[src/sv/stt_pkg.sv]
package stt_pkg;

    // Default upper limit on the site index
    localparam int MaxSitesDefault = 4096;

    // Configuration port geometry
    localparam int CfgIdxW  = 3;
    localparam int CfgDataW = 32;

    // Register indexes
    localparam logic [CfgIdxW-1:0] REG_ABSORB = 3'd0;
    localparam logic [CfgIdxW-1:0] REG_CHAIN  = 3'd1;
    localparam logic [CfgIdxW-1:0] REG_STIFF  = 3'd2;
    localparam logic [CfgIdxW-1:0] REG_POLAR  = 3'd3;
    localparam logic [CfgIdxW-1:0] REG_GYRO   = 3'd4;
    localparam logic [CfgIdxW-1:0] REG_EFFIC  = 3'd5;
    localparam logic [CfgIdxW-1:0] REG_DAMP   = 3'd6;

    // Site status codes
    localparam logic [1:0] ST_OK      = 2'd0;
    localparam logic [1:0] ST_OUTSIDE = 2'd1;
    localparam logic [1:0] ST_ZERO_J  = 2'd2;
    localparam logic [1:0] ST_SAT     = 2'd3;

    // Depth of the job queue between front and back
    localparam int QueueDepth = 2;

    typedef struct packed {
        logic [12:0]        absorbing_sites;
        logic [12:0]        chain_sites;
        logic [30:0]        stiffness;
        logic signed [31:0] polar;
        logic signed [31:0] gyro;
        logic signed [31:0] effic;
        logic signed [31:0] damp;
    } cfg_t;

    typedef struct packed {
        logic signed [15:0] m_x;
        logic signed [15:0] m_y;
        logic signed [15:0] m_z;
        logic signed [16:0] d_x;
        logic signed [16:0] d_y;
        logic signed [16:0] d_z;
        logic [30:0]        coupling;
        logic [1:0]         kind;
    } job_t;

    typedef logic signed [65:0] wide_t;

    // True when v does not fit in signed 32 bits
    function automatic logic sat_hit(input wide_t v);
        return !((&v[65:31]) || (~|v[65:31]));
    endfunction

    // Clamp v to signed 32 bits
    function automatic logic signed [31:0] sat_val(input wide_t v);
        logic signed [31:0] r;
        if (sat_hit(v))
            r = v[65] ? 32'sh8000_0000 : 32'sh7fff_ffff;
        else
            r = v[31:0];
        return r;
    endfunction

endpackage

[src/sv/stt_back.sv]
module stt_back (
    input  logic               clk,
    input  logic               rst_n,
    input  stt_pkg::cfg_t      cfg,
    input  logic               q_valid,
    input  stt_pkg::job_t      q_job,
    output logic               q_pop,
    input  logic               pop,
    output logic               empty,
    output logic signed [31:0] torque_x,
    output logic signed [31:0] torque_y,
    output logic signed [31:0] torque_z,
    output logic [1:0]         site_status
);
    import stt_pkg::*;

    localparam logic [2:0] S_IDLE   = 3'd0;
    localparam logic [2:0] S_AJ     = 3'd1;
    localparam logic [2:0] S_SQLOAD = 3'd2;
    localparam logic [2:0] S_SQRT   = 3'd3;
    localparam logic [2:0] S_MUL    = 3'd4;
    localparam logic [2:0] S_DONE   = 3'd5;

    localparam logic [4:0] LastStep = 5'd24;
    localparam logic [4:0] LastIter = 5'd31;

    logic [2:0]         state_reg, state_next;
    job_t               job_reg;
    wide_t              prod_reg;
    wide_t              acc_reg;
    logic [4:0]         step_reg;
    logic [4:0]         cons_step_reg;
    logic               cons_valid_reg;
    logic [63:0]        sq_v_reg, sq_res_reg, sq_bit_reg;
    logic [4:0]         sq_cnt_reg;
    logic [30:0]        r_reg;
    logic signed [31:0] j_reg [3];
    logic signed [31:0] s_reg [3];
    logic signed [31:0] c_reg [3];
    logic signed [31:0] n_reg [3];
    logic signed [31:0] t_reg [3];
    logic signed [31:0] k_reg;
    logic               flag_reg;
    logic               out_valid_reg;
    logic signed [31:0] out_x_reg, out_y_reg, out_z_reg;
    logic [1:0]         out_st_reg;

    logic signed [32:0] op_a, op_b;
    wide_t              mul;
    logic [63:0]        sq_sum, sq_v_next, sq_res_next;
    logic               sq_ge;
    wide_t              sh15, sh16, cross_v, tsum;
    logic               slot_free;

    function automatic logic signed [32:0] ext16(input logic signed [15:0] v);
        return {{17{v[15]}}, v};
    endfunction

    function automatic logic signed [32:0] ext32(input logic signed [31:0] v);
        return {v[31], v};
    endfunction

    function automatic logic signed [32:0] neg17(input logic signed [16:0] v);
        logic signed [17:0] w;
        w = -{v[16], v};
        return {{15{w[17]}}, w};
    endfunction

    assign empty       = !out_valid_reg;
    assign torque_x    = out_x_reg;
    assign torque_y    = out_y_reg;
    assign torque_z    = out_z_reg;
    assign site_status = out_st_reg;
    assign slot_free   = !out_valid_reg || pop;
    assign q_pop       = (state_reg == S_IDLE) && q_valid;

    // Select multiplier operands for the current step
    always_comb
    begin
        op_a = '0;
        op_b = '0;
        if (state_reg == S_AJ)
        begin
            op_a = {2'b0, cfg.stiffness};
            op_b = {2'b0, job_reg.coupling};
        end
        else
        begin
            case (step_reg)
                5'd0:  begin op_a = neg17(job_reg.d_x); op_b = {2'b0, r_reg}; end
                5'd1:  begin op_a = neg17(job_reg.d_y); op_b = {2'b0, r_reg}; end
                5'd2:  begin op_a = neg17(job_reg.d_z); op_b = {2'b0, r_reg}; end
                5'd3:  begin op_a = ext32(cfg.polar); op_b = ext32(j_reg[0]); end
                5'd4:  begin op_a = ext32(cfg.polar); op_b = ext32(j_reg[1]); end
                5'd5:  begin op_a = ext32(cfg.polar); op_b = ext32(j_reg[2]); end
                5'd6:  begin op_a = ext16(job_reg.m_x); op_b = ext32(s_reg[1]); end
                5'd7:  begin op_a = ext16(job_reg.m_y); op_b = ext32(s_reg[0]); end
                5'd8:  begin op_a = ext16(job_reg.m_z); op_b = ext32(s_reg[0]); end
                5'd9:  begin op_a = ext16(job_reg.m_x); op_b = ext32(s_reg[2]); end
                5'd10: begin op_a = ext16(job_reg.m_y); op_b = ext32(s_reg[2]); end
                5'd11: begin op_a = ext16(job_reg.m_z); op_b = ext32(s_reg[1]); end
                5'd12: begin op_a = ext32(cfg.effic); op_b = ext32(cfg.damp); end
                5'd13: begin op_a = ext16(job_reg.m_x); op_b = ext32(c_reg[1]); end
                5'd14: begin op_a = ext16(job_reg.m_y); op_b = ext32(c_reg[0]); end
                5'd15: begin op_a = ext16(job_reg.m_z); op_b = ext32(c_reg[0]); end
                5'd16: begin op_a = ext16(job_reg.m_x); op_b = ext32(c_reg[2]); end
                5'd17: begin op_a = ext16(job_reg.m_y); op_b = ext32(c_reg[2]); end
                5'd18: begin op_a = ext16(job_reg.m_z); op_b = ext32(c_reg[1]); end
                5'd19: begin op_a = ext32(cfg.gyro); op_b = ext32(c_reg[2]); end
                5'd20: begin op_a = ext32(k_reg);    op_b = ext32(n_reg[2]); end
                5'd21: begin op_a = ext32(cfg.gyro); op_b = ext32(c_reg[1]); end
                5'd22: begin op_a = ext32(k_reg);    op_b = ext32(n_reg[1]); end
                5'd23: begin op_a = ext32(cfg.gyro); op_b = ext32(c_reg[0]); end
                5'd24: begin op_a = ext32(k_reg);    op_b = ext32(n_reg[0]); end
                default: ;
            endcase
        end
    end

    assign mul = op_a * op_b;

    // One square root step
    assign sq_sum      = sq_res_reg + sq_bit_reg;
    assign sq_ge       = sq_v_reg >= sq_sum;
    assign sq_v_next   = sq_ge ? sq_v_reg - sq_sum : sq_v_reg;
    assign sq_res_next = sq_ge ? (sq_res_reg >> 1) + sq_bit_reg : sq_res_reg >> 1;

    // Scale the registered product
    assign sh15    = prod_reg >>> 15;
    assign sh16    = prod_reg >>> 16;
    assign cross_v = (acc_reg - prod_reg) >>> 14;
    assign tsum    = acc_reg + sh16;

    // Sequence one job
    always_comb
    begin
        state_next = state_reg;
        unique case (state_reg)
            S_IDLE:
                if (q_valid)
                    state_next = (q_job.kind == ST_OK) ? S_AJ : S_DONE;
            S_AJ:     state_next = S_SQLOAD;
            S_SQLOAD: state_next = S_SQRT;
            S_SQRT:
                if (sq_cnt_reg == LastIter)
                    state_next = S_MUL;
            S_MUL:
                if (cons_valid_reg && cons_step_reg == LastStep)
                    state_next = S_DONE;
            S_DONE:
                if (slot_free)
                    state_next = S_IDLE;
            default: state_next = S_IDLE;
        endcase
    end

    always_ff @(posedge clk or negedge rst_n)
    begin
        if (!rst_n)
        begin
            state_reg      <= S_IDLE;
            cons_valid_reg <= 1'b0;
            out_valid_reg  <= 1'b0;
        end
        else
        begin
            state_reg <= state_next;
            if (state_reg == S_MUL)
                cons_valid_reg <= (step_reg <= LastStep);
            else
                cons_valid_reg <= 1'b0;
            if (state_reg == S_DONE && slot_free)
                out_valid_reg <= 1'b1;
            else if (pop && out_valid_reg)
                out_valid_reg <= 1'b0;
        end
    end

    // Datapath registers
    always_ff @(posedge clk)
    begin
        unique case (state_reg)
            S_IDLE:
            begin
                job_reg  <= q_job;
                flag_reg <= 1'b0;
                step_reg <= '0;
                for (int i = 0; i < 3; i++)
                    t_reg[i] <= '0;
            end
            S_AJ:
                prod_reg <= mul;
            S_SQLOAD:
            begin
                sq_v_reg   <= prod_reg[63:0];
                sq_res_reg <= '0;
                sq_bit_reg <= 64'h4000_0000_0000_0000;
                sq_cnt_reg <= '0;
            end
            S_SQRT:
            begin
                sq_v_reg   <= sq_v_next;
                sq_res_reg <= sq_res_next;
                sq_bit_reg <= sq_bit_reg >> 2;
                sq_cnt_reg <= sq_cnt_reg + 1'b1;
                r_reg      <= sq_res_next[30:0];
            end
            S_MUL:
            begin
                if (step_reg <= LastStep)
                begin
                    prod_reg      <= mul;
                    cons_step_reg <= step_reg;
                    step_reg      <= step_reg + 1'b1;
                end
                if (cons_valid_reg)
                begin
                    case (cons_step_reg)
                        5'd0, 5'd1, 5'd2:
                        begin
                            j_reg[cons_step_reg[1:0]] <= sat_val(sh15);
                            flag_reg <= flag_reg | sat_hit(sh15);
                        end
                        5'd3:  begin s_reg[0] <= sat_val(sh16); flag_reg <= flag_reg | sat_hit(sh16); end
                        5'd4:  begin s_reg[1] <= sat_val(sh16); flag_reg <= flag_reg | sat_hit(sh16); end
                        5'd5:  begin s_reg[2] <= sat_val(sh16); flag_reg <= flag_reg | sat_hit(sh16); end
                        5'd12: begin k_reg    <= sat_val(sh16); flag_reg <= flag_reg | sat_hit(sh16); end
                        5'd6, 5'd8, 5'd10, 5'd13, 5'd15, 5'd17:
                            acc_reg <= prod_reg;
                        5'd7:  begin c_reg[2] <= sat_val(cross_v); flag_reg <= flag_reg | sat_hit(cross_v); end
                        5'd9:  begin c_reg[1] <= sat_val(cross_v); flag_reg <= flag_reg | sat_hit(cross_v); end
                        5'd11: begin c_reg[0] <= sat_val(cross_v); flag_reg <= flag_reg | sat_hit(cross_v); end
                        5'd14: begin n_reg[2] <= sat_val(cross_v); flag_reg <= flag_reg | sat_hit(cross_v); end
                        5'd16: begin n_reg[1] <= sat_val(cross_v); flag_reg <= flag_reg | sat_hit(cross_v); end
                        5'd18: begin n_reg[0] <= sat_val(cross_v); flag_reg <= flag_reg | sat_hit(cross_v); end
                        5'd19, 5'd21, 5'd23:
                            acc_reg <= sh16;
                        5'd20: begin t_reg[2] <= sat_val(tsum); flag_reg <= flag_reg | sat_hit(tsum); end
                        5'd22: begin t_reg[1] <= sat_val(tsum); flag_reg <= flag_reg | sat_hit(tsum); end
                        5'd24: begin t_reg[0] <= sat_val(tsum); flag_reg <= flag_reg | sat_hit(tsum); end
                        default: ;
                    endcase
                end
            end
            S_DONE:
            begin
                if (slot_free)
                begin
                    out_x_reg <= t_reg[0];
                    out_y_reg <= t_reg[1];
                    out_z_reg <= t_reg[2];
                    if (job_reg.kind != ST_OK)
                        out_st_reg <= job_reg.kind;
                    else
                        out_st_reg <= flag_reg ? ST_SAT : ST_OK;
                end
            end
            default: ;
        endcase
    end

endmodule

[config.mk]
export PLATFORM = sky130hd
export DESIGN_NAME = stt_back
export DESIGN_NICKNAME = d
export VERILOG_FILES = /design/src/sv/stt_pkg.sv /design/src/sv/stt_back.sv
export SDC_FILE = /design/constraint.sdc
export NUM_CORES = 2
export LEC_CHECK = 0
export BUFFER_PORTS_ARGS = -buffer_cell sky130_fd_sc_hd__buf_2
export CAP_MARGIN = 25
export CORE_MARGIN = 8
export CORE_UTILIZATION = 40
export DETAILED_ROUTE_END_ITERATION = 10
export PLACE_DENSITY = 0.63
export SETUP_SLACK_MARGIN = 0.05
export SLEW_MARGIN = 0
export SYNTH_ARGS = -nofsm -noshare
export SYNTH_HDL_FRONTEND = slang
export SYNTH_SLANG_ARGS = --single-unit
[constraint.sdc]
create_clock -name clk -period 11.5 [get_ports clk]
set_input_delay 1.725 -clock clk [delete_from_list [all_inputs] [get_ports clk]]
set_output_delay 1.725 -clock clk [all_outputs]
set_load 0.05 [all_outputs]
==> After elaboration in Yosys (flattened, before gate mapping) <==
Memories as Yosys holds them, arrays and structs flattened. A register that Yosys moved wholly into a read port is not among the register bits.
Index checks and enable logic that the tools add are counted.
{ "totals": {"mem_bits_rw": 480, "out_inout_bits": 100, "memories": 5, "word_cells": 330, "ff_bits": 542, "in_bits": 321} }
{ "memory_table": {"columns": ["name", "words", "word_bits", "read_ports", "rd_ports_with_merged_regs", "write_ports", "line", "source"], "rows": [
  ["c_reg", 3, 32, 3, 0, 1, "stt_back.sv:39", "logic signed [31:0] c_reg [3];"],
  ["j_reg", 3, 32, 3, 0, 1, "stt_back.sv:37", "logic signed [31:0] j_reg [3];"],
  ["n_reg", 3, 32, 3, 0, 1, "stt_back.sv:40", "logic signed [31:0] n_reg [3];"],
  ["s_reg", 3, 32, 3, 0, 1, "stt_back.sv:38", "logic signed [31:0] s_reg [3];"],
  ["t_reg", 3, 32, 3, 3, 3, "stt_back.sv:41", "logic signed [31:0] t_reg [3];"]
]} }
{ "classes": {"n_reduce_logical": 70, "muxes": 150, "n_lt_le_gt_ge": 2, "bitwise": 7, "n_mul": 1, "eq_ne": 62, "addsub": 10} }
{ "op_table": {"columns": ["cell", "count"], "rows": [
  ["2-to-1 mux 32 bit", 55],
  ["one-hot mux 33 bit (14 select lines)", 1],
  ["one-hot mux 64 bit (2 select lines)", 3],
  ["one-hot mux 33 bit (10 select lines)", 1],
  ["one-hot mux 66 bit (2 select lines)", 2],
  ["OR reduction 32 bit", 6],
  ["2-to-1 mux 64 bit", 2],
  ["equality test 5 bit (second input constant)", 19],
  ["equality test 5 x 4 -> 1 bit (second input constant)", 16],
  ["adder 66 x 50 -> 66 bit", 1],
  ["multiplier 33 x 33 -> 66 bit", 1],
  ["2-to-1 mux 33 bit", 2],
  ["2-to-1 mux 66 bit", 1],
  ["subtractor 66 bit", 1],
  ["adder 63 x 64 -> 64 bit", 1],
  ["adder 64 bit", 1],
  [">= comparator 64 bit", 1],
  ["2-to-1 mux 1 bit", 64],
  ["subtractor 64 bit", 1],
  ["negation 18 bit", 3],
  ["equality test 5 x 3 -> 1 bit (second input constant)", 8],
  ["AND reduction 35 bit", 1],
  ["OR reduction 35 bit", 1],
  ["OR reduction 3 bit", 10],
  ["37 further kinds", 100]
]} }

==> Longest topological paths before layout <==
{ "depth": {"depth_word": 10, "depth_mapped": 45, "ltp_nobuf": 41} }

==> Worst setup path after synthesis <==
No wires, ideal clock.
{ "synth_timing": {"path_kind": "register to register", "from": "register job_reg[73] (netlist name)", "to": "register prod_reg[64] (data pin)", "n_path_buf": 2, "arrival_ns": 10.354, "path_slack_ns": 0.886, "setup_ns": 0.260, "required_time_ns": 11.240, "period_less_slack_ns": 10.614, "path_stages_with_launch": 41, "path_cell_list": "edfxtp_1 -> or3_1 -> or3_1 -> or3_1 -> or4_1 -> or3_1 -> o211ai_1 -> nand3_1 -> inv_1 -> buf_4 -> and3_1 -> o21ai_1 -> buf_2 -> nand2_1 -> fa_1 -> fa_1 -> inv_1 -> fa_1 -> [5 not listed] -> fa_1 -> inv_1 -> fa_1 -> inv_1 -> ha_1 -> a21o_1 -> a21o_1 -> a211oi_1 -> o21bai_1 -> or4b_1 -> o311a_1 -> a41oi_2 -> a2111oi_1 -> o21a_1 -> o41ai_4 -> o21bai_2 -> a221oi_2 -> xnor2_1"} }
{ "synth_via": {"elab_chain_len": 6} }
{ "synth_rtl": {"columns": ["element", "line", "source"], "rows": [
  ["start: declaration", "stt_back.sv:28", "job_t job_reg;"],
  ["start signal: assignment", "stt_back.sv:185", "job_reg <= q_job;"],
  ["negation 18 bit *", "stt_back.sv:65", "w = -{v[16], v};"],
  ["one-hot mux 33 bit (10 select lines) *", "stt_back.sv:89", "case (step_reg)"],
  ["2-to-1 mux 33 bit *", "stt_back.sv:82", "if (state_reg == S_AJ)"],
  ["multiplier 33 x 33 -> 66 bit *", "stt_back.sv:120", "assign mul = op_a * op_b;"],
  ["via mul[64]", "stt_back.sv:49", "wide_t mul;"],
  ["2-to-1 mux 66 bit", "stt_back.sv:210", "if (step_reg <= LastStep)"],
  ["one-hot mux 66 bit (2 select lines) *", "stt_back.sv:182", "unique case (state_reg)"],
  ["end signal: assignment", "stt_back.sv:192", "prod_reg <= mul;"],
  ["end signal: assignment", "stt_back.sv:212", "prod_reg <= mul;"],
  ["end: declaration", "stt_back.sv:29", "wide_t prod_reg;"]
]} }
The timed path passes the listed nets; every way through them passes the cells marked *. The select of a mux whose other input is x is not followed.
A chain may end at the register's enable or synchronous reset.

==> Final worst setup path <==
{ "layout_timing": {"from": "register job_reg[73] (netlist name)", "to": "register prod_reg[65] (data pin)"} }
Same word-level chain as after synthesis.

==> flow_summary_export.csv <==
group,metric,value,unit
route,vias,73367,
floorplan,rows,178,
synthesis,syn_area_per_cell,10.4,um^2
cts,ctsHtreeMaxLevel,3,
timing,relSlewSlack,19.4,%
worst_setup_path,cp-end-kind,"flop",
timing,final-hold-violation-count,0,
global_routing,grt_pass1_wl,487000,um
timing,fin_tns_setup,0,ps
route,wire_per_inst,25.5,um
floorplan,die_w,502,um
placed_design,dp.final_hpwl,268000,um
route,ant_nets,0,
floorplan,start_util,40.2,%
timing,fmax,0.0896,GHz
route,wl,334000,um
cts,holdBufCountCts,0,
floorplan,coreArea,235000,um^2
global_routing,antenna_found_initial,14,
synthesis,synth_nets,11004,
route,drt_iter0_drc,7912,
synthesis,synth_top_area_share,34.4,%
synthesis,yosys_warnings,0,
synthesis,syn_inst,9073,
placed_design,dpl_worst_slack,-466,ps
synthesis,synth_edf_count,1081,
pwr,powerDensity,149,nW/um^2
worst_setup_path,worstSetupPathType,"flop to flop",
cts,worstSkewPairLatency,810,ps
worst_setup_path,slowest_delay,550,ps
floorplan,die_area,252000,um^2
timing,min_period,11170,ps
run_status,outcome,"finished clean",
cts,cts_buffers,118,
final_layout,regArea,32600,um^2
global_routing,grt_max_degree,98,
final_layout,multi_input_area,55900,um^2
placed_design,gp_congestion,0.973,
synthesis,async_reset_ff_share,0.460,%
final_layout,final_layout_size_suffix_gt1_share,15.1,%
worst_setup_path,worst_ep_required_time,12040,ps
synthesis,ys_top_cells_by_count,"1,288 x inv_1, 1,125 x fa_1, 1,081 x edfxtp_1",
synthesis,ys_types,108,
cts,cts.clk_slew.worst_paths,60,ps
worst_setup_path,cp_top_family,"adder cells",
timing,timing.final.ws_setup,334,ps
global_routing,grt_usage,25.8,%
placed_design,io_buffers,394,
pwr,peakVddDrop,0.266,mV
timing,tightest_slew,1210,ps
global_routing,first_global_vias,74537,
timing,clock-skew-final,69.4,ps
worst_setup_path,crit_top_cell,"fa_1",
worst_hold_path,hold_path.class,"flop to flop",
route,route.detailed.drc,0,
synthesis,synthFlopType,"edfxtp_1",
global_routing,grt_overflow_total,0,
worst_setup_path,critPathBufInv,11,
timing,maxSlewViolCount,0,
cts,cts_sinks,1086,
cts,cts_root_buffer,"clkbuf_16",
synthesis,synthTopCellsByArea,"edfxtp_1 34%, fa_1 24%, ha_1 6.4%",
synthesis,synth.largest_area_cell,"edfxtp_1",
worst_hold_path,worstHoldStart,"t_reg[0][86]",
worst_setup_path,cp_max_fo,8,
pwr,p_leak,46.5,nW
final_layout,final_nets,11766,
synthesis,yosysMostFrequentCell,"inv_1",
synthesis,synth_seq_cells,1086,
worst_setup_path,startpoint,"job_reg[73]",
final_layout,area_growth,15.8,%
synthesis,syn-cell-area,94500,um^2
job,maxCapViolations,0,
timing,rsz0062_at_grt,"yes",
synthesis,synth_seq_area_share,34.5,%
route,vias_per_cell,5.60,
floorplan,dieHeight,502,um
timing,period_share,97.1,%
worst_setup_path,rr_startpoint,"job_reg[73]",
worst_setup_path,crit_slowest_cell,"fa_1",
cts,cts_tree,"done",
worst_setup_path,critPathLaunchType,"flop",
cts,cts_max_path_buffers,3,
final_layout,largest_reg_flops,132,
timing,setup_viol,0,
worst_setup_path,arrival,11700,ps
route,drtPass1Iterations,8,
final_layout,fillers,21627,
floorplan,ioPinCount,421,
## metal layers
layer,vias up,part of all wire (%),global-route usage [%]
met5,-,0.025,0
met4,14,5.8,12.2
met3,706,9.9,5.78
met2,3708,44,40.8
met1,36635,40,33.9
li1,32304,-,-
## worst paths after layout
path	endpoint	depth (start not counted)	slack, ps
setup / recovery	prod_reg[65]	41	330
hold / removal	torque_z[22]	0	420
setup reg to reg	prod_reg[65]	41	330
hold reg to reg	torque_z[22]	0	420
max in group asynchronous	cons_valid_reg	1	10470
min in group asynchronous	out_valid_reg	1	820
## per-stage QoR
| stage | util [%] | instance area [um^2] | hold WS, ps | instances | total power, mW |
|---|---|---|---|---|---|
| finish | 46.5 | 109000 | 415 | 13095 | 16.3 |
| CTS | 46.4 | 109000 | 416 | 13075 | 16.3 |
| global placement | 44.6 | 105000 | 401 | 12839 | 12.1 |
| floorplan | - | 94500 | 400 | 9073 | 10.1 |
| global route | 46.5 | 109000 | 417 | 13089 | 17.3 |
| detailed placement | 44.6 | 105000 | 405 | 12843 | 12.2 |
## worst reg2reg max path, delay by kind of cell (launching register included)
kind                     cells  cell delay, ps
AO/OA/AOI/OAI                9            2010
XOR/XNOR                     1             110
adder cells (fa/ha/maj)      9            4310
buffers and inverters       11            1300
flip-flops                   1             390
AND/OR/NAND/NOR             11            2800
## cells in the final DEF, fill, tap and decap left out, types with 30 or more instances in the layout
master     Yosys  final
a211oi_1      44     42
a21o_1       188    187
a21oi_1      482    454
a21oi_2       24     46
a221oi_1      47     45
a222oi_1      97     97
a22o_1        36     36
a22oi_1       69     69
a31oi_1       72     71
and2_1        91     91
and3_1        97     90
buf_12         2     69
buf_2         56    394
buf_4          9    602
clkbuf_16      0    118
edfxtp_1    1081   1081
fa_1        1125   1120
ha_1         485    481
inv_1       1288   1283
mux2i_1       37     36
nand2_1      916    915
nand2b_1      67     65
nand3_1       84     83
nand4_1      121    121
nor2_1       785    771
nor2b_1       60     60
nor3_1        79     67
o21a_1        47     44
o21ai_0      352    337
o21bai_1      80     78
or2_2         36     36
or3_1         36     30
xnor2_1      225    224
xor2_1       168    167
## timing repair
action	in CTS	in global routing
endpoints found under the setup margin	17	18
cloned	1	0
pin swaps	9	26
gates resized for setup	25	55
buffers inserted	7	12
## layout make-up
cell class / count / area share [%]
Antenna cell: 6 / 0.0137
Clock buffer: 136 / 2.76
Clock inverter: 88 / 0.931
Inverter: 1290 / 4.44
Multi-Input combinational cell: 6265 / 51.2
Sequential cell: 1086 / 29.8
Tap cell: 3150 / 3.60
Timing Repair Buffer: 1073 / 7.30
Timing Repair inverter: 1 / 0.00686
## cells by family (layout without fill, tap and decap cells)
group,after synthesis,after routing,synth area share [%]
and+or+nand+nor,2461,2461,11.8
adders and majority gates,1610,1610,30.3
muxes,38,38,0.404
other,0,6,0
DFF,1086,1086,34.5
AOI/OAI and AO/OA,1763,1763,12.4
xor gates and xnor gates,393,393,3.64
buffers and inverters,1722,2588,7.04
## report_power, final
group	switching, mW	leakage (nW)	internal (mW)	total (mW)
clock network	1.75	1.93	2.24	3.99
logic	4.00	34.3	2.89	6.89
registers	0.320	10.2	5.09	5.41
total	6.07	46.5	10.2	16.3
No activity file was read; power rests on OpenSTA's default activity.
