--- config.mk ---
export PLATFORM = sky130hd
export DESIGN_NAME = stt_queue
export DESIGN_NICKNAME = d
export VERILOG_FILES = /design/src/sv/stt_pkg.sv /design/src/sv/stt_queue.sv
export SDC_FILE = /design/constraint.sdc
export NUM_CORES = 1
export LEC_CHECK = 0
export BUFFER_PORTS_ARGS = -buffer_cell sky130_fd_sc_hd__clkbuf_2
export CORE_UTILIZATION = 52
export DETAILED_ROUTE_END_ITERATION = 10
export HOLD_SLACK_MARGIN = 0.08
export PLACE_DENSITY = 0.79
export SLEW_MARGIN = 20
export SYNTH_ARGS = -nofsm -noshare
export SYNTH_HDL_FRONTEND = slang
export SYNTH_SLANG_ARGS = --single-unit
--- constraint.sdc ---
create_clock -name clk -period 7.4 [get_ports clk]
set_clock_uncertainty 0.05 [all_clocks]
set_input_delay 0.37 -clock clk [delete_from_list [all_inputs] [get_ports clk]]
set_output_delay 0.37 -clock clk [all_outputs]
set_load 0.05 [all_outputs]
--- src/sv/stt_pkg.sv ---
package stt_pkg;

    // Default upper limit on the site index
    localparam int MaxSitesDefault = 4096;

    // Configuration port geometry
    localparam int CfgIdxW  = 3;
    localparam int CfgDataW = 32;

    // Register indexes
    localparam logic [CfgIdxW-1:0] REG_ABSORB = 3'd0;
    localparam logic [CfgIdxW-1:0] REG_CHAIN  = 3'd1;
    localparam logic [CfgIdxW-1:0] REG_STIFF  = 3'd2;
    localparam logic [CfgIdxW-1:0] REG_POLAR  = 3'd3;
    localparam logic [CfgIdxW-1:0] REG_GYRO   = 3'd4;
    localparam logic [CfgIdxW-1:0] REG_EFFIC  = 3'd5;
    localparam logic [CfgIdxW-1:0] REG_DAMP   = 3'd6;

    // Site status codes
    localparam logic [1:0] ST_OK      = 2'd0;
    localparam logic [1:0] ST_OUTSIDE = 2'd1;
    localparam logic [1:0] ST_ZERO_J  = 2'd2;
    localparam logic [1:0] ST_SAT     = 2'd3;

    // Depth of the job queue between front and back
    localparam int QueueDepth = 2;

    typedef struct packed {
        logic [12:0]        absorbing_sites;
        logic [12:0]        chain_sites;
        logic [30:0]        stiffness;
        logic signed [31:0] polar;
        logic signed [31:0] gyro;
        logic signed [31:0] effic;
        logic signed [31:0] damp;
    } cfg_t;

    typedef struct packed {
        logic signed [15:0] m_x;
        logic signed [15:0] m_y;
        logic signed [15:0] m_z;
        logic signed [16:0] d_x;
        logic signed [16:0] d_y;
        logic signed [16:0] d_z;
        logic [30:0]        coupling;
        logic [1:0]         kind;
    } job_t;

    typedef logic signed [65:0] wide_t;

    // True when v does not fit in signed 32 bits
    function automatic logic sat_hit(input wide_t v);
        return !((&v[65:31]) || (~|v[65:31]));
    endfunction

    // Clamp v to signed 32 bits
    function automatic logic signed [31:0] sat_val(input wide_t v);
        logic signed [31:0] r;
        if (sat_hit(v))
            r = v[65] ? 32'sh8000_0000 : 32'sh7fff_ffff;
        else
            r = v[31:0];
        return r;
    endfunction

endpackage

--- src/sv/stt_queue.sv ---
module stt_queue (
    input  logic          clk,
    input  logic          rst_n,
    input  logic          wr_en,
    input  stt_pkg::job_t wr_job,
    output logic          full,
    output logic          rd_valid,
    output stt_pkg::job_t rd_job,
    input  logic          rd_en
);
    import stt_pkg::*;

    localparam int Depth = QueueDepth;
    localparam int PtrW  = (Depth > 1) ? $clog2(Depth) : 1;
    localparam logic [PtrW-1:0] LastPtr = PtrW'(Depth - 1);
    localparam logic [PtrW:0]   FullCnt = (PtrW + 1)'(Depth);

    job_t            slot_reg [Depth];
    logic [PtrW-1:0] wr_ptr_reg, rd_ptr_reg;
    logic [PtrW:0]   count_reg;
    logic            do_wr, do_rd;

    assign full     = (count_reg == FullCnt);
    assign rd_valid = (count_reg != '0);
    assign rd_job   = slot_reg[rd_ptr_reg];
    assign do_wr    = wr_en && !full;
    assign do_rd    = rd_en && rd_valid;

    // Store the incoming word
    always_ff @(posedge clk)
    begin
        if (do_wr)
            slot_reg[wr_ptr_reg] <= wr_job;
    end

    // Advance pointers and count
    always_ff @(posedge clk or negedge rst_n)
    begin
        if (!rst_n)
        begin
            wr_ptr_reg <= '0;
            rd_ptr_reg <= '0;
            count_reg  <= '0;
        end
        else
        begin
            if (do_wr)
                wr_ptr_reg <= (wr_ptr_reg == LastPtr) ? '0 : wr_ptr_reg + 1'b1;
            if (do_rd)
                rd_ptr_reg <= (rd_ptr_reg == LastPtr) ? '0 : rd_ptr_reg + 1'b1;
            if (do_wr && !do_rd)
                count_reg <= count_reg + 1'b1;
            else if (do_rd && !do_wr)
                count_reg <= count_reg - 1'b1;
        end
    end

endmodule

# Word-level counts from Yosys, hierarchy flattened
# Memory sizes are Yosys's and may differ from the RTL's.
# Index checks and enable logic that the tools add are counted.
[classes] n_reduce_logical=9 addsub=4 n_mux=6 eq_ne=1
[op_table] op="$logic_and A1 B1 Y1" count=4
[op_table] op="$mux W1" count=4
[op_table] op="$mux W2" count=2
[op_table] op="$reduce_bool A2 Y1" count=2
[op_table] op="$logic_not A1 Y1" count=3
[op_table] op="$add A1 B1 Y1 const B" count=2
[op_table] op="$add A2 B1 Y2 const B" count=1
[op_table] op="$eq A2 B2 Y1 const B" count=1
[op_table] op="$sub A2 B1 Y2 const B" count=1
[word_totals] reg_bits=4 memories=1 ram_bits=264 inputBits=136 output_inout_bits=134
[mem_list] name="slot_reg" depth=2 word_bits=132 read_ports=1 rd_ports_with_merged_regs=0 write_ports=1 line_no="stt_queue.sv:18" source="job_t slot_reg [Depth];"

# Logic depth before layout (Yosys ltp)
# Gate-level depths: netlist (run 1).
[logic_depth] word_depth=7 ltp_mapped=7 ltp_nobuf=7

# Worst setup path after synthesis (run 1)
# OpenSTA, ideal clock, no wires.
[synth_timing] path_kind="register to register" startpoint="register count_reg[0]" endpoint="memory slot_reg[0][0] (netlist name), enable pin" stages_incl_launch_ff=4 t_arrival_ns=6.107 slack_ns=0.618 path_cell_list="dfrtp_1 nand2b_1 nand2_1 nor2_1"
[synth_via] elab_chain_len=5
[synth_lines] item="from (decl)" line_no="stt_queue.sv:20" source="logic [PtrW:0] count_reg;"
[synth_lines] item="from (signal assigned)" line_no="stt_queue.sv:52" source="count_reg <= count_reg + 1'b1;"
[synth_lines] item="from (signal assigned)" line_no="stt_queue.sv:54" source="count_reg <= count_reg - 1'b1;"
[synth_lines] item="$eq A2 B2 Y1" line_no="stt_queue.sv:23" source="assign full = (count_reg == FullCnt);"
[synth_lines] item="$logic_not A1 Y1" line_no="stt_queue.sv:26" source="assign do_wr = wr_en && !full;"
[synth_lines] item="$logic_and A1 B1 Y1" line_no="stt_queue.sv:26"
[synth_lines] item="$mux W1" line_no="stt_queue.sv:32" source="if (do_wr)"
[synth_lines] item="$mux W1 (implied by the code)" line_no="stt_queue.sv:33" source="slot_reg[wr_ptr_reg] <= wr_job;"
[synth_lines] item="to (decl)" line_no="stt_queue.sv:18"
# Every way passes these cells.

==> results of run 1 <==
## final timing paths
kind,slack (ps),from,endpoint,cells past startpoint
max,3870,rd_ptr_reg,rd_job[32],4
min,170,rst_n,rd_ptr_reg,2
max reg2reg,4670,count_reg[0],slot_reg[1][113],3
min reg2reg,440,count_reg[1],count_reg[1],1
max in group asynchronous,6990,rst_n,rd_ptr_reg,2
min in group clk,190,wr_en,wr_ptr_reg,3
## layout by cell type, fill, tap and decap left out, drive strengths merged, types with 2 or more instances in the layout
cell	count
buf	5
bufinv	3
clkbuf	298
clkinv	14
dfrtp	4
diode	2
dlygate4sd3	134
edfxtp	264
inv	2
mux2	132
nand2	2
nor2	2
xnor2	3
xor2	2
## report_power, final
group          internal [W]  switching [W]
Combinational      0.000772        0.00176
Sequential          0.00208       0.000163
Clock              0.000766       0.000533
Total               0.00362        0.00246
## metrics by stage
stage               setup WS, ps  hold WS [ps]  instance area (um2)  util, %  power, W
finish                      3866         166.8                13780    73.41  0.006081
global route                3703         154.2                13780    73.40  0.006296
CTS                         3792         131.3                13770    73.39  0.006103
detailed placement          4352         135.3                11590    61.74  0.004749
global placement            4216         131.0                11560    61.59  0.004692
floorplan                  618.2         24.41                10010        -  0.004321
## layout make-up
class	instances	share of cell area [%]
multi-input cells	145	13.44
repair buffers	408	19.92
well taps	234	2.125
diodes	2	0.03632
inverters	2	0.05449
clock inverters	18	1.171
clock buffers	29	4.958
flip-flops and latches	268	58.29
## per-layer routing
| metal | GRT usage, % | vias up |
|---|---|---|
| li1 | - | 2547 |
| met1 | 23.94 | 2735 |
| met2 | 36.84 | 236 |
| met3 | 4.484 | 49 |
| met4 | 8.181 | 0 |
| met5 | 0 | - |
## timing repair
action / 4_1_cts / 5_1_grt
hold buffers: 134 / 0
endpoints found under the setup margin: 0 / 0
hold endpoints to repair: 269 / 0
## worst register-to-register path, stage by stage (launching register included)
cell      delay [ps]
dfrtp_1          410
nand2b_1         170
and3_4           760
buf_4            930
## cells by family after synthesis
| logic type | Yosys count | synth area share (%) |
|---|---|---|
| DFF | 268 | 80.23 |
| adders and majority gates | 1 | 0.1250 |
| buffers and inverters | 17 | 1.388 |
| xor gates and xnor gates | 5 | 0.4377 |
| and+or+nand+nor | 7 | 0.3378 |
| muxes | 132 | 17.48 |
==> impl_metrics.env, run 1 <==
export IMPL_status="completed"
export IMPL_synth_seq_cells=268
export IMPL_fmax_ghz=0.2830
export IMPL_cp_start_kind="flop"
export IMPL_layout_min_cycle_time_ps=3534
export IMPL_layout_drive_gt1_share_pct=51.38
export IMPL_clock_latency_ps=500
export IMPL_largest_reg_flops=264
export IMPL_die_w_um=140.7
export IMPL_cp_max_fo=64
export IMPL_netlist_top_cells_area="edfxtp_1 (79%), mux2_4 (11%), mux2_2 (7.0%)"
export IMPL_area_growth_pct=37.70
export IMPL_setup_viol=0
export IMPL_path_class="reg -> out"
export IMPL_post_cts_resized=0
export IMPL_tritoncts="built"
export IMPL_die_area_um2=19800
export IMPL_wl_met1_um=7919
export IMPL_clkSinkCount=268
export IMPL_syn_area_um2=10010
export IMPL_syn_area_per_cell_um2=23.27
export IMPL_ioPinCount=270
export IMPL_crit_buf_inv=3
export IMPL_cpPeakStageDelay_ps=1020
export IMPL_setup_tns_ps=0
export IMPL_grt_pass1_wl_um=31240
export IMPL_grt_antenna_before_repair=1
export IMPL_route_met2_wl_um=10810
export IMPL_slew_violations=0
export IMPL_cp_cell_sequence="buf_4, buf_16, mux2_4, clkbuf_2"
export IMPL_multiInputGateArea_um2=1852
export IMPL_cts_buffers=27
export IMPL_dp_hpwl_um=11850
export IMPL_synth_fp_nets=567
export IMPL_crit_path_end_kind="primary output"
export IMPL_synth_edf_count=264
export IMPL_vdd_drop_max_mv=0.2725
export IMPL_final_antenna_net_count=0
export IMPL_htree_levels=1
export IMPL_grt_max_degree=74
export IMPL_slew_headroom_pct=34.90
export IMPL_maxCapViolCount=0
export IMPL_synth_ff_type="edfxtp_1"
export IMPL_min_path_type="in -> async"
export IMPL_synth_cell_type_count=15
export IMPL_portBuffers=269
export IMPL_critical_path_top_delay_family="buffers and inverters"
export IMPL_post_cts_buffers=0
export IMPL_start_util_pct=53.31
export IMPL_synth_top_area_share_pct=79.23
export IMPL_dpl_cell_count=923
export IMPL_yosys_warnings=0
export IMPL_routed_wl_um=20750
export IMPL_drtIter0Drc=198
export IMPL_drt_vias_per_instance=5.033
export IMPL_grt_overflow=0
export IMPL_fin_cells=1106
export IMPL_clockRootBuffer="clkbuf_16"
export IMPL_required_ps=6980
export IMPL_crit_arrival_ps=3110
export IMPL_wl_per_cell_um=18.76
export IMPL_tightestPinTransition_ps=976.5
export IMPL_fin_crit_sh_pct=47.75
export IMPL_ys_seq_area_share_pct=80.23
export IMPL_powerDensity_nw_per_um2=441.3
export IMPL_async_reset_ff_share_pct=1.493
export IMPL_synth_commonest_cells="edfxtp_1 (264), mux2_4 (70), mux2_2 (62)"
export IMPL_rows=50
export IMPL_ff_latch_area_um2=8031
export IMPL_num_vias=5567
export IMPL_dr_pass1_iters=4
export IMPL_clock_path_buffers=3
export IMPL_synth_top_area_cell="edfxtp_1"
export IMPL_top_layer="met4"
export IMPL_power_leakage_nw=5.497
export IMPL_hold_viol=0
export IMPL_crit_slowest_cell="dfrtp_4"
export IMPL_gp_congestion=0.7773
export IMPL_drc=0
export IMPL_n_fill_cell=1071
export IMPL_nets=989
export IMPL_wl_met3_um=1393
export IMPL_synth_most_common_cell="edfxtp_1"
export IMPL_core_area_um2=18770
export IMPL_clk_pin_slew_ps=60
export IMPL_syn_inst=430
export IMPL_grt_usage_pct=20.49
export IMPL_die_h_um=140.7
export IMPL_rsz0062_at_grt="false"
export IMPL_grt_pass1_vias=6007
Note: power is estimated with default switching activity, not from simulation.
==> run 2, diff against run 1 <==
- clock period: 7.4 -> 3.7 ns (I/O delays scaled with it)
==> impl_metrics.env, run 2 (same netlist as run 1, synthesis figures left out) <==
export IMPL_r2r_end="slot_reg[1][57]"
export IMPL_die_h_um=140.7
export IMPL_status="completed"
export IMPL_clk_pin_slew_ps=60
export IMPL_power_leakage_nw=5.515
export IMPL_clock_latency_ps=510
export IMPL_crit_arrival_ps=2600
export IMPL_die_area_um2=19800
export IMPL_clock_path_buffers=3
export IMPL_rsz0062_at_grt="false"
export IMPL_min_from="wr_job[120]"
export IMPL_r2r_slack_ps=1610
export IMPL_largest_reg_flops=264
export IMPL_cpPeakStageDelay_ps=810
export IMPL_final_common_cell="clkbuf_2"
export IMPL_n_fill_cell=1066
export IMPL_tightestPinTransition_ps=669.8
export IMPL_grt_usage_pct=20.99
export IMPL_ff2ff_path_depth=3
export IMPL_holdPathEnd="slot_reg[0][120]"
export IMPL_routed_wl_um=21410
export IMPL_core_area_um2=18770
export IMPL_setup_tns_ps=0
export IMPL_grt_antenna_before_repair=1
export IMPL_cp_start_kind="flop"
export IMPL_start_util_pct=53.31
export IMPL_rows=50
export IMPL_fin_crit_sh_pct=76.65
export IMPL_grt_pass1_vias=5875
export IMPL_num_vias=5605
export IMPL_placed_area_um2=11620
export IMPL_vdd_drop_max_mv=0.7002
export IMPL_fin_cells=1109
export IMPL_final_cell_mix="clkbuf_2 (269), edfxtp_1 (264), dlygate4sd3_1 (136)"
export IMPL_crit_slowest_cell="dfrtp_4"
export IMPL_reg2reg_from="count_reg[0]"
export IMPL_nets=992
export IMPL_tritoncts="built"
export IMPL_multiInputGateArea_um2=1852
export IMPL_portBuffers=269
export IMPL_path_class="reg -> out"
export IMPL_critical_path_top_delay_family="buffers and inverters"
export IMPL_slew_headroom_pct=55.35
export IMPL_power_w=0.01215
export IMPL_dr_pass1_iters=4
export IMPL_final_cell_area_um2=13810
export IMPL_dp_hpwl_um=11900
export IMPL_layout_min_cycle_time_ps=2836
export IMPL_grt_pass1_wl_um=31580
export IMPL_area_growth_pct=38.05
export IMPL_post_cts_buffers=0
export IMPL_gp_congestion=0.7169
export IMPL_crit_path_end_kind="primary output"
export IMPL_cp_cell_sequence="buf_4, mux2_2, clkbuf_2"
export IMPL_powerDensity_nw_per_um2=879.8
export IMPL_clockRootBuffer="clkbuf_16"
export IMPL_min_path_type="in -> reg"
export IMPL_maxCapViolCount=0
export IMPL_ff_latch_area_um2=8031
export IMPL_cts_buffers=26
export IMPL_grt_max_degree=84
export IMPL_dpl_cell_count=925
export IMPL_drtIter0Drc=273
export IMPL_min_path_cells=2
export IMPL_ioPinCount=270
export IMPL_hold_viol=0
export IMPL_wl_per_cell_um=19.30
export IMPL_clkSinkCount=268
export IMPL_htree_levels=1
export IMPL_layout_drive_gt1_share_pct=51.26
export IMPL_final_antenna_net_count=0
export IMPL_crit_buf_inv=2
export IMPL_grt_overflow=0
export IMPL_required_ps=3460
export IMPL_drt_vias_per_instance=5.054
export IMPL_cp_max_fo=42
export IMPL_fmax_ghz=0.3526
export IMPL_drc=0
export IMPL_setup_viol=0
export IMPL_slew_violations=0
export IMPL_die_w_um=140.7
## run 2: cell types whose count changed in the layout (fill, tap and decap cells not counted)
cell	delta
diode_2	-1
clkinvlp_4	-1
buf_16	-1
clkbuf_1	+5
dlygate4sd3_1	+2
clkinv_4	-1
buf_12	+3
bufinv_16	-1
clkbuf_8	+2
clkinv_1	-4
## run 2: final cells by class
class | instances | share of cell area, %
flip-flops and latches | 268 | 58.14
repair buffers | 412 | 20.25
multi-input cells | 145 | 13.41
clock buffers | 36 | 5.281
well taps | 234 | 2.120
clock inverters | 11 | 0.7246
inverters | 2 | 0.05435
diodes | 1 | 0.01812
## run 2: through the flow
| step | utilization, % | setup slack [ps] | hold WS (ps) |
|---|---|---|---|
| finish | 73.60 | 863.8 | 347.8 |
| global route | 73.60 | 732.2 | 331.6 |
| CTS | 73.59 | 825.6 | 326.9 |
| detailed placement | 61.91 | 1387 | -47.92 |
| global placement | 61.91 | 1447 | -56.42 |
| floorplan | - | 619.4 | -160.6 |
## run 2: power by group
part           switching [W]  internal, W  leakage (nW)
Sequential          0.000276      0.00416          2.50
Combinational        0.00362      0.00156          2.61
Clock                0.00103      0.00151         0.409
## run 2: worst reg2reg max path, stage by stage (launching register included)
cell	delay [ps]
dfrtp_1	410
nand2b_1	180
and3_4	630
buf_4	490
## run 2: timing repair
| item | in CTS | in global routing |
|---|---|---|
| resized for setup | 0 | 0 |
| hold buffers | 136 | 0 |
| endpoints found under the hold margin | 271 | 0 |
## run 2: layer usage
metal | track usage (%) | wire [um] | up-vias
li1 | - | - | 2560
met1 | 24.20 | 7997 | 2755
met2 | 38.47 | 11250 | 242
met3 | 5.299 | 1563 | 48
met4 | 6.350 | 595 | 0
met5 | 0 | 0 | -
## run 2: how the worst max path moves through the flow
stage,from,endpoint,slack (ps),depth (start not counted)
floorplan,count_reg[0],slot_reg[0][0],620,3
global placement,rd_ptr_reg,rd_job[123],1450,3
detailed placement,rd_ptr_reg,rd_job[6],1390,3
CTS,rd_ptr_reg,rd_job[126],830,3
global route,rd_ptr_reg,rd_job[18],730,3
finish,rd_ptr_reg,rd_job[118],860,3
==> run 3, diff against run 2 <==
- CORE_UTILIZATION: 52 -> 47
- PLACE_DENSITY: 0.79 -> 0.76
- clock period: 3.7 -> 2.4 ns (I/O delays scaled with it)
==> impl_metrics.env, run 3 (same netlist as run 1, synthesis figures left out) <==
export IMPL_layout_min_cycle_time_ps=2245
export IMPL_clkSinkCount=268
export IMPL_dr_pass1_iters=6
export IMPL_drtIter0Drc=170
export IMPL_final_cell_mix="clkbuf_2 (269), edfxtp_1 (264), dlygate4sd3_1 (136)"
export IMPL_cp_cell_sequence="buf_12, buf_12, mux2_4, clkbuf_2"
export IMPL_p_switching_w=0.007571
export IMPL_fin_crit_sh_pct=93.55
export IMPL_slew_violations=0
export IMPL_hold_viol=0
export IMPL_die_h_um=147.9
export IMPL_grt_pass1_vias=6069
export IMPL_wl_per_cell_um=17.81
export IMPL_whs_ps=282.6
export IMPL_grt_antenna_before_repair=0
export IMPL_clockRootBuffer="clkbuf_16"
export IMPL_gp_congestion=0.7844
export IMPL_post_cts_resized=0
export IMPL_final_common_cell="clkbuf_2"
export IMPL_grt_overflow=0
export IMPL_drt_vias_per_instance=4.833
export IMPL_tightestPinTransition_ps=444.4
export IMPL_cp_start_kind="flop"
export IMPL_ioPinCount=270
export IMPL_setup_tns_ps=0
export IMPL_critical_path_top_delay_family="buffers and inverters"
export IMPL_clock_latency_ps=510
export IMPL_min_path_cells=2
export IMPL_rows=53
export IMPL_drc=0
export IMPL_p_int_w=0.01132
export IMPL_maxCapViolCount=0
export IMPL_start_util_pct=47.75
export IMPL_crit_arrival_ps=2080
export IMPL_die_w_um=147.9
export IMPL_num_vias=5572
export IMPL_crit_path_end_kind="primary output"
export IMPL_clock_power_share_pct=21.0
export IMPL_power_leakage_nw=5.567
export IMPL_grt_usage_pct=18.29
export IMPL_n_fill_cell=1376
export IMPL_powerDensity_nw_per_um2=1351
export IMPL_multiInputGateArea_um2=1867
export IMPL_fin_cells=1153
export IMPL_ff2ff_path_depth=3
export IMPL_largest_reg_flops=264
export IMPL_ff_latch_area_um2=8031
export IMPL_fmax_ghz=0.4454
export IMPL_r2r_slack_ps=650
export IMPL_nets=997
export IMPL_portBuffers=269
export IMPL_vdd_drop_max_mv=0.8849
export IMPL_core_area_um2=20960
export IMPL_final_antenna_net_count=0
export IMPL_tritoncts="built"
export IMPL_reg2reg_from="count_reg[0]"
export IMPL_path_class="reg -> out"
export IMPL_r2r_end="slot_reg[1][85]"
export IMPL_slew_headroom_pct=70.37
export IMPL_rsz0062_at_grt="false"
export IMPL_crit_slowest_cell="dfrtp_4"
export IMPL_min_path_type="in -> reg"
export IMPL_htree_levels=1
export IMPL_dpl_cell_count=970
export IMPL_holdPathEnd="slot_reg[1][118]"
export IMPL_status="completed"
export IMPL_cp_max_fo=32
export IMPL_dp_hpwl_um=12620
export IMPL_cts_buffers=27
export IMPL_required_ps=2230
export IMPL_area_growth_pct=39.72
export IMPL_grt_max_degree=67
export IMPL_routed_wl_um=20540
export IMPL_grt_pass1_wl_um=30830
export IMPL_setup_viol=0
export IMPL_layout_drive_gt1_share_pct=51.94
export IMPL_min_from="wr_job[118]"
export IMPL_crit_buf_inv=3
export IMPL_clk_pin_slew_ps=60
export IMPL_diodes=0
export IMPL_cpPeakStageDelay_ps=440
export IMPL_pwr_share_comb_pct=43.5
export IMPL_cp_startpoint="rd_ptr_reg"
export IMPL_die_area_um2=21880
export IMPL_clock_path_buffers=3
export IMPL_switching_share_pct=40.08
export IMPL_cpMostUsedCell="buf_12"
export IMPL_seq_power_share_pct=35.5
## run 3: cell types whose count changed in the layout (fill, tap and decap cells not counted), sizes merged
cell,change
clkinvlp,+1
buf,+4
clkbuf,+1
clkinv,-2
diode,-1
## run 3: layout make-up
cell class              instances  area share [%]
flip-flops and latches        268           57.45
repair buffers                416           20.59
multi-input cells             145           13.35
clock buffers                  37           5.388
well taps                     275           2.461
clock inverters                10          0.7071
inverters                       2         0.05370
## run 3: how the worst max path moves through the flow
| stage | to | slack, ps | depth (start not counted) |
|---|---|---|---|
| detailed placement | slot_reg[1][76] | 630 | 3 |
| global placement | slot_reg[1][73] | 710 | 3 |
| CTS | rd_job[81] | 130 | 4 |
| floorplan | slot_reg[0][0] | -620 | 3 |
| global route | rd_job[35] | 90 | 4 |
| finish | rd_job[91] | 150 | 4 |
## run 3: repair_timing
item | in CTS | in global routing
buffers inserted | 0 | 0
endpoints found under the hold margin | 271 | 0
endpoints found under the setup margin | 0 | 0
hold buffers | 136 | 0
## run 3: power by group through the flow
| stage | sequential [W] | combinational (W) | clock, W |
|---|---|---|---|
| floorplan | 0.00673 | 0.00649 | 0 |
| global placement | 0.00670 | 0.00795 | 0 |
| detailed placement | 0.00678 | 0.00806 | 0 |
| CTS | 0.00670 | 0.00826 | 0.00406 |
| global route | 0.00677 | 0.00856 | 0.00424 |
| finish | 0.00670 | 0.00821 | 0.00398 |
## run 3: routing by layer
metal | vias to the layer above | routed length (um) | part of all wire, % | track usage [%]
li1 | 2562 | - | - | -
met1 | 2730 | 7846 | 38 | 20.67
met2 | 238 | 10870 | 53 | 34.50
met3 | 42 | 1416 | 6.9 | 3.981
met4 | 0 | 405 | 2.0 | 5.103
met5 | - | 0 | 0 | 0
## run 3: worst reg2reg max path: stages, from the launching register on
cell and delay (ps):
dfrtp_1 420, nand2b_4 180, and3_4 470, buf_12 290
## run 3: metrics by stage
step | cell area (um2) | power, W | util (%) | worst slack (ps)
2_1_floorplan | 10030 | 0.01322 | - | -620.1
3_3_place_gp | 11770 | 0.01465 | 56.15 | 711.2
3_5_place_dp | 11770 | 0.01484 | 56.15 | 634.4
4_1_cts | 13980 | 0.01902 | 66.71 | 132.3
5_1_grt | 13980 | 0.01957 | 66.71 | 89.71
6_report | 13980 | 0.01889 | 66.71 | 154.7
